## src/hw/rtl/c80dtu_ram.sv

```systemverilog
// Generic single-port RAM with registered read data.
`timescale 1ns / 1ps
`default_nettype none

module c80dtu_ram #(
	parameter int WIDTH = 8,
	parameter int DEPTH = 256
) (
	input  wire logic                     clk,
	input  wire logic                     we,
	input  wire logic                     re,
	input  wire logic [$clog2(DEPTH)-1:0] addr,
	input  wire logic [WIDTH-1:0]         wdata,
	output logic      [WIDTH-1:0]         rdata
);

	logic [WIDTH-1:0] mem [DEPTH];

	// One access per cycle; read data holds until the next read.
	always_ff @(posedge clk) begin
		if (we) begin
			mem[addr] <= wdata;
		end
		if (re) begin
			rdata <= mem[addr];
		end
	end

endmodule

`default_nettype wire

```

## config.mk

```make
export PLATFORM = sky130hd
export DESIGN_NAME = c80dtu_ram
export DESIGN_NICKNAME = d
export VERILOG_FILES = /design/src/hw/rtl/c80dtu_ram.sv
export SDC_FILE = /design/constraint.sdc
export NUM_CORES = 2
export LEC_CHECK = 0
export ABC_AREA = 1
export BUFFER_PORTS_ARGS = -buffer_cell sky130_fd_sc_hd__buf_2
export CORE_UTILIZATION = 47
export CTS_CLUSTER_DIAMETER = 120
export DETAILED_ROUTE_END_ITERATION = 8
export PLACE_DENSITY = 0.6
export SLEW_MARGIN = 15
export SYNTH_ARGS = -nofsm -noshare
export SYNTH_HDL_FRONTEND = slang
export SYNTH_SLANG_ARGS = --single-unit
```

## constraint.sdc

```tcl
create_clock -name clk -period 3.1 [get_ports clk]
set_input_delay 0.155 -clock clk [delete_from_list [all_inputs] [get_ports clk]]
set_output_delay 0.155 -clock clk [all_outputs]
set_load 0.05 [all_outputs]
```

==> run_results.csv <==
group,metric,value,unit
run_status,status,"complete, no violations",
yosys,synth_most_common_cell,"nand2_1",
power_and_ir_drop,finalPower,57600,µW
yosys,synth-edff-count,2056,
worst_setup_path,critPathLaunchType,"input port",
detailed_routing,vias,56600,
detailed_routing,post_drt_wl_per_cell,21.8,µm
yosys,synthTopCellsByCount,"nand2_1 (4770), edfxtp_1 (2056), nor2_1 (361)",
timing,worstMarginPinSlew,1150,ps
yosys,synth_flop_cell,"edfxtp_1",
grt,grt_max_degree,177,
worst_setup_path,slowest_stage,"nor2_1",
clock_tree,clk_latency,850,ps
yosys,synth_mux_area_frac,0,
run,drv_cap,0,
finish,post-route-cell-area,96000,µm²
yosys,yosysTopAreaCell,"edfxtp_1",
worst_setup_path,required,3670,ps
placement,dpl_worst_slack,-229,ps
die,coreArea,179000,µm²
grt,antenna_found_initial,7,
clock_tree,postCtsHoldBufs,9,
grt,gr-total-overflow,0,
grt,grt_pass1_vias,54000,
worst_setup_path,crit_family,"simple AND/OR/NAND/NOR gates",
timing,hold_violations,0,
grt,grt_usage,0.256,
timing,max_freq,374,MHz
clock_tree,numCtsBuffers,208,
die,die-area,182000,µm²
yosys,ys_types,17,
finish,drive_above_1_share,0.0801,
clock_tree,post_cts_buffers,0,
timing,period_needed,2670,ps
power_and_ir_drop,p_leak,0.0383,µW
worst_setup_path,path_max_fanout,77,
yosys,ys_ff_latch,2056,
timing,rsz0062_at_grt,"false",
worst_setup_path,rrSetupSlack,630,ps
worst_setup_path,max_stage_delay,510,ps
worst_setup_path,arrival,3250,ps
finish,final_nets,8225,
worst_setup_path,crit_path_cell_trace,"buf_8 > inv_8 > buf_12 > buf_4 > nand2_1 > nand2_1 > nand2_1 > nand2_1 > nand2_1 > nand2_1 > o21ai_1 > nand2_1 > nor2_1 > nor2_1 > nor2_1 > nand2_1",
hold_path,hold_class,"input port to flop",
detailed_routing,dr.first_iter.drc_count,5807,
placement,globalplace.congestion,0.874,
worst_setup_path,path_depth,16,
die,die_y,427,µm
worst_setup_path,worstSetupPathType,"input port to flop",
clock_tree,cts_max_path_buffers,3,
placement,hpwl,135,mm
clock_tree,cts_tree,"done",
timing,setup_viol,0,
detailed_routing,totalWireLength,233,mm
finish,multi_input_area,21300,µm²
worst_setup_path,r2r_cells,12,
detailed_routing,first_pass_iters,5,
yosys,avgSynthCellArea,10.6,µm²
timing,clock_skew,50.6,ps
power_and_ir_drop,power.density,600,nW/µm²
die,start_util,0.474,
timing,worst_slew_margin_rel,0.236,
hold_path,min_path_cells,3,
yosys,synth_area_leaders,"edfxtp_1 (73%), nand2_1 (21%), nor2_1 (1.6%)",
yosys,synth-compound-area-share,0.0113,
placement,portBuffers,26,
placement,place_area,89700,µm²
grt,grt_pass1_wl,348,mm
yosys,synth-xor-area-share,0,
yosys,synth_nets,8040,
finish,area_delta_synth_final,13.1,%
clock_tree,path_clk_slew,60,ps
die,rows,155,
finish,fillerInstances,15500,
worst_setup_path,critPathCaptureType,"flop",
detailed_routing,ant_nets,0,
yosys,synthAdderAreaFrac,0,
timing,fin_ws,425,ps
worst_setup_path,cpMostUsedCell,"nand2_1",
clock_tree,clock_tree.root_cell,"clkbuf_16",
yosys,synth_top_area_frac,0.727,
yosys,async_reset_ff_frac,0,
detailed_routing,routed_via_density,5.28,
clock_tree,clock_sinks,2056,
yosys,seq_area_frac_synth,0.727,
die,die_w,427,µm
clock_tree,cts.htree.levels,4,
clock_tree,cts-resized-gates,0,
yosys,synth_top_family_by_area,"simple AND/OR/NAND/NOR gates",
power_and_ir_drop,vdd_ir_drop_max,0.000590,V
yosys,netlist_area,84900,µm²
timing,drv_slew,0,
finish,utilization,0.537,
yosys,synthSimpleGateAreaFrac,0.238,
worst_setup_path,cp_num_buf_inv,4,
detailed_routing,drcViolationCount,0,
die,num_io_pins,27,
timing,period_share,0.863,
finish,area.sequential,61700,µm²
yosys,ys_warn_count,0,
yosys,syn_inst,8021,
==> sequential cells by signal (all words and copies together) (netlist names) <==
signal,count
mem,2048
rdata,8
==> cells by family after synthesis <==
group,count (synthesis)
DFF,2056
buffers and inverters,452
and+or+nand+nor,5321
AOI/OAI and AO/OA,192
==> power breakdown <==
group          switching, µW  leakage, µW  total [µW]  internal, µW
Combinational           2650       0.0168        3460           815
Clock                  10500      0.00306       23400         12900
Sequential              43.6       0.0185       30700         30700
Total                  13200       0.0383       57600         44400
==> through the flow <==
stage | std cells | TNS [ps] | hold WS [ps]
floorplan | 8021 | 0 | 254
detailed placement | 10300 | -441 | 590
finish | 10700 | 0 | 107
global route | 10700 | 0 | 116
CTS | 10700 | 0 | 37.3
global placement | 10300 | -501 | 596
==> cell type report <==
type | instances | share of cell area
flip-flops and latches | 2056 | 0.643
multi-input cells | 5513 | 0.221
clock buffers | 263 | 0.0568
repair buffers | 392 | 0.0381
well taps | 2355 | 0.0307
clock inverters | 110 | 0.00845
inverters | 35 | 0.00172
diodes | 4 | 0.000104
==> final timing paths <==
check                   start     endpoint
setup reg to reg    mem[1][0]     rdata[0]
hold / removal             we  mem[153][3]
hold reg to reg   mem[174][0]     rdata[0]
setup / recovery      addr[0]     rdata[0]
==> worst min-delay path, stage by stage <==
cell and delay [ps]:
buf_2 210, nand3_1 160, nor2_1 190
==> per-layer routing <==
layer	up-vias	wire [µm]	global-route usage
met5	-	14	0
met4	2	7310	0.0873
met3	344	16700	0.0390
met2	1981	110000	0.411
met1	27600	98800	0.357
li1	26700	-	-
==> cells in the final DEF (no fill, tap or decap) <==
master / Yosys / routed
nand2_1: 4770 / 4759
edfxtp_1: 2056 / 2056
nor2_1: 361 / 356
buf_4: 6 / 304
clkbuf_16: 0 / 210
nand3_1: 188 / 188
o21ai_1: 119 / 119
clkinv_1: 0 / 57
clkbuf_1: 170 / 53
buf_12: 0 / 53
o21ai_0: 41 / 41
a21oi_1: 32 / 32
clkinv_2: 0 / 32
inv_1: 31 / 29
buf_2: 182 / 16
nand2_2: 0 / 11
buf_8: 0 / 10
dlygate4sd3_1: 0 / 9
bufinv_16: 0 / 6
nor2_4: 0 / 5
inv_6: 0 / 5
diode_2: 0 / 4
inv_16: 0 / 4
clkinv_8: 0 / 4
clkinv_16: 0 / 3
inv_4: 2 / 2
inv_8: 0 / 1
nor2_8: 1 / 1
nand2_4: 1 / 1
inv_2: 2 / 1
clkinvlp_4: 0 / 1
Note: power is estimated with default switching activity, not from simulation.
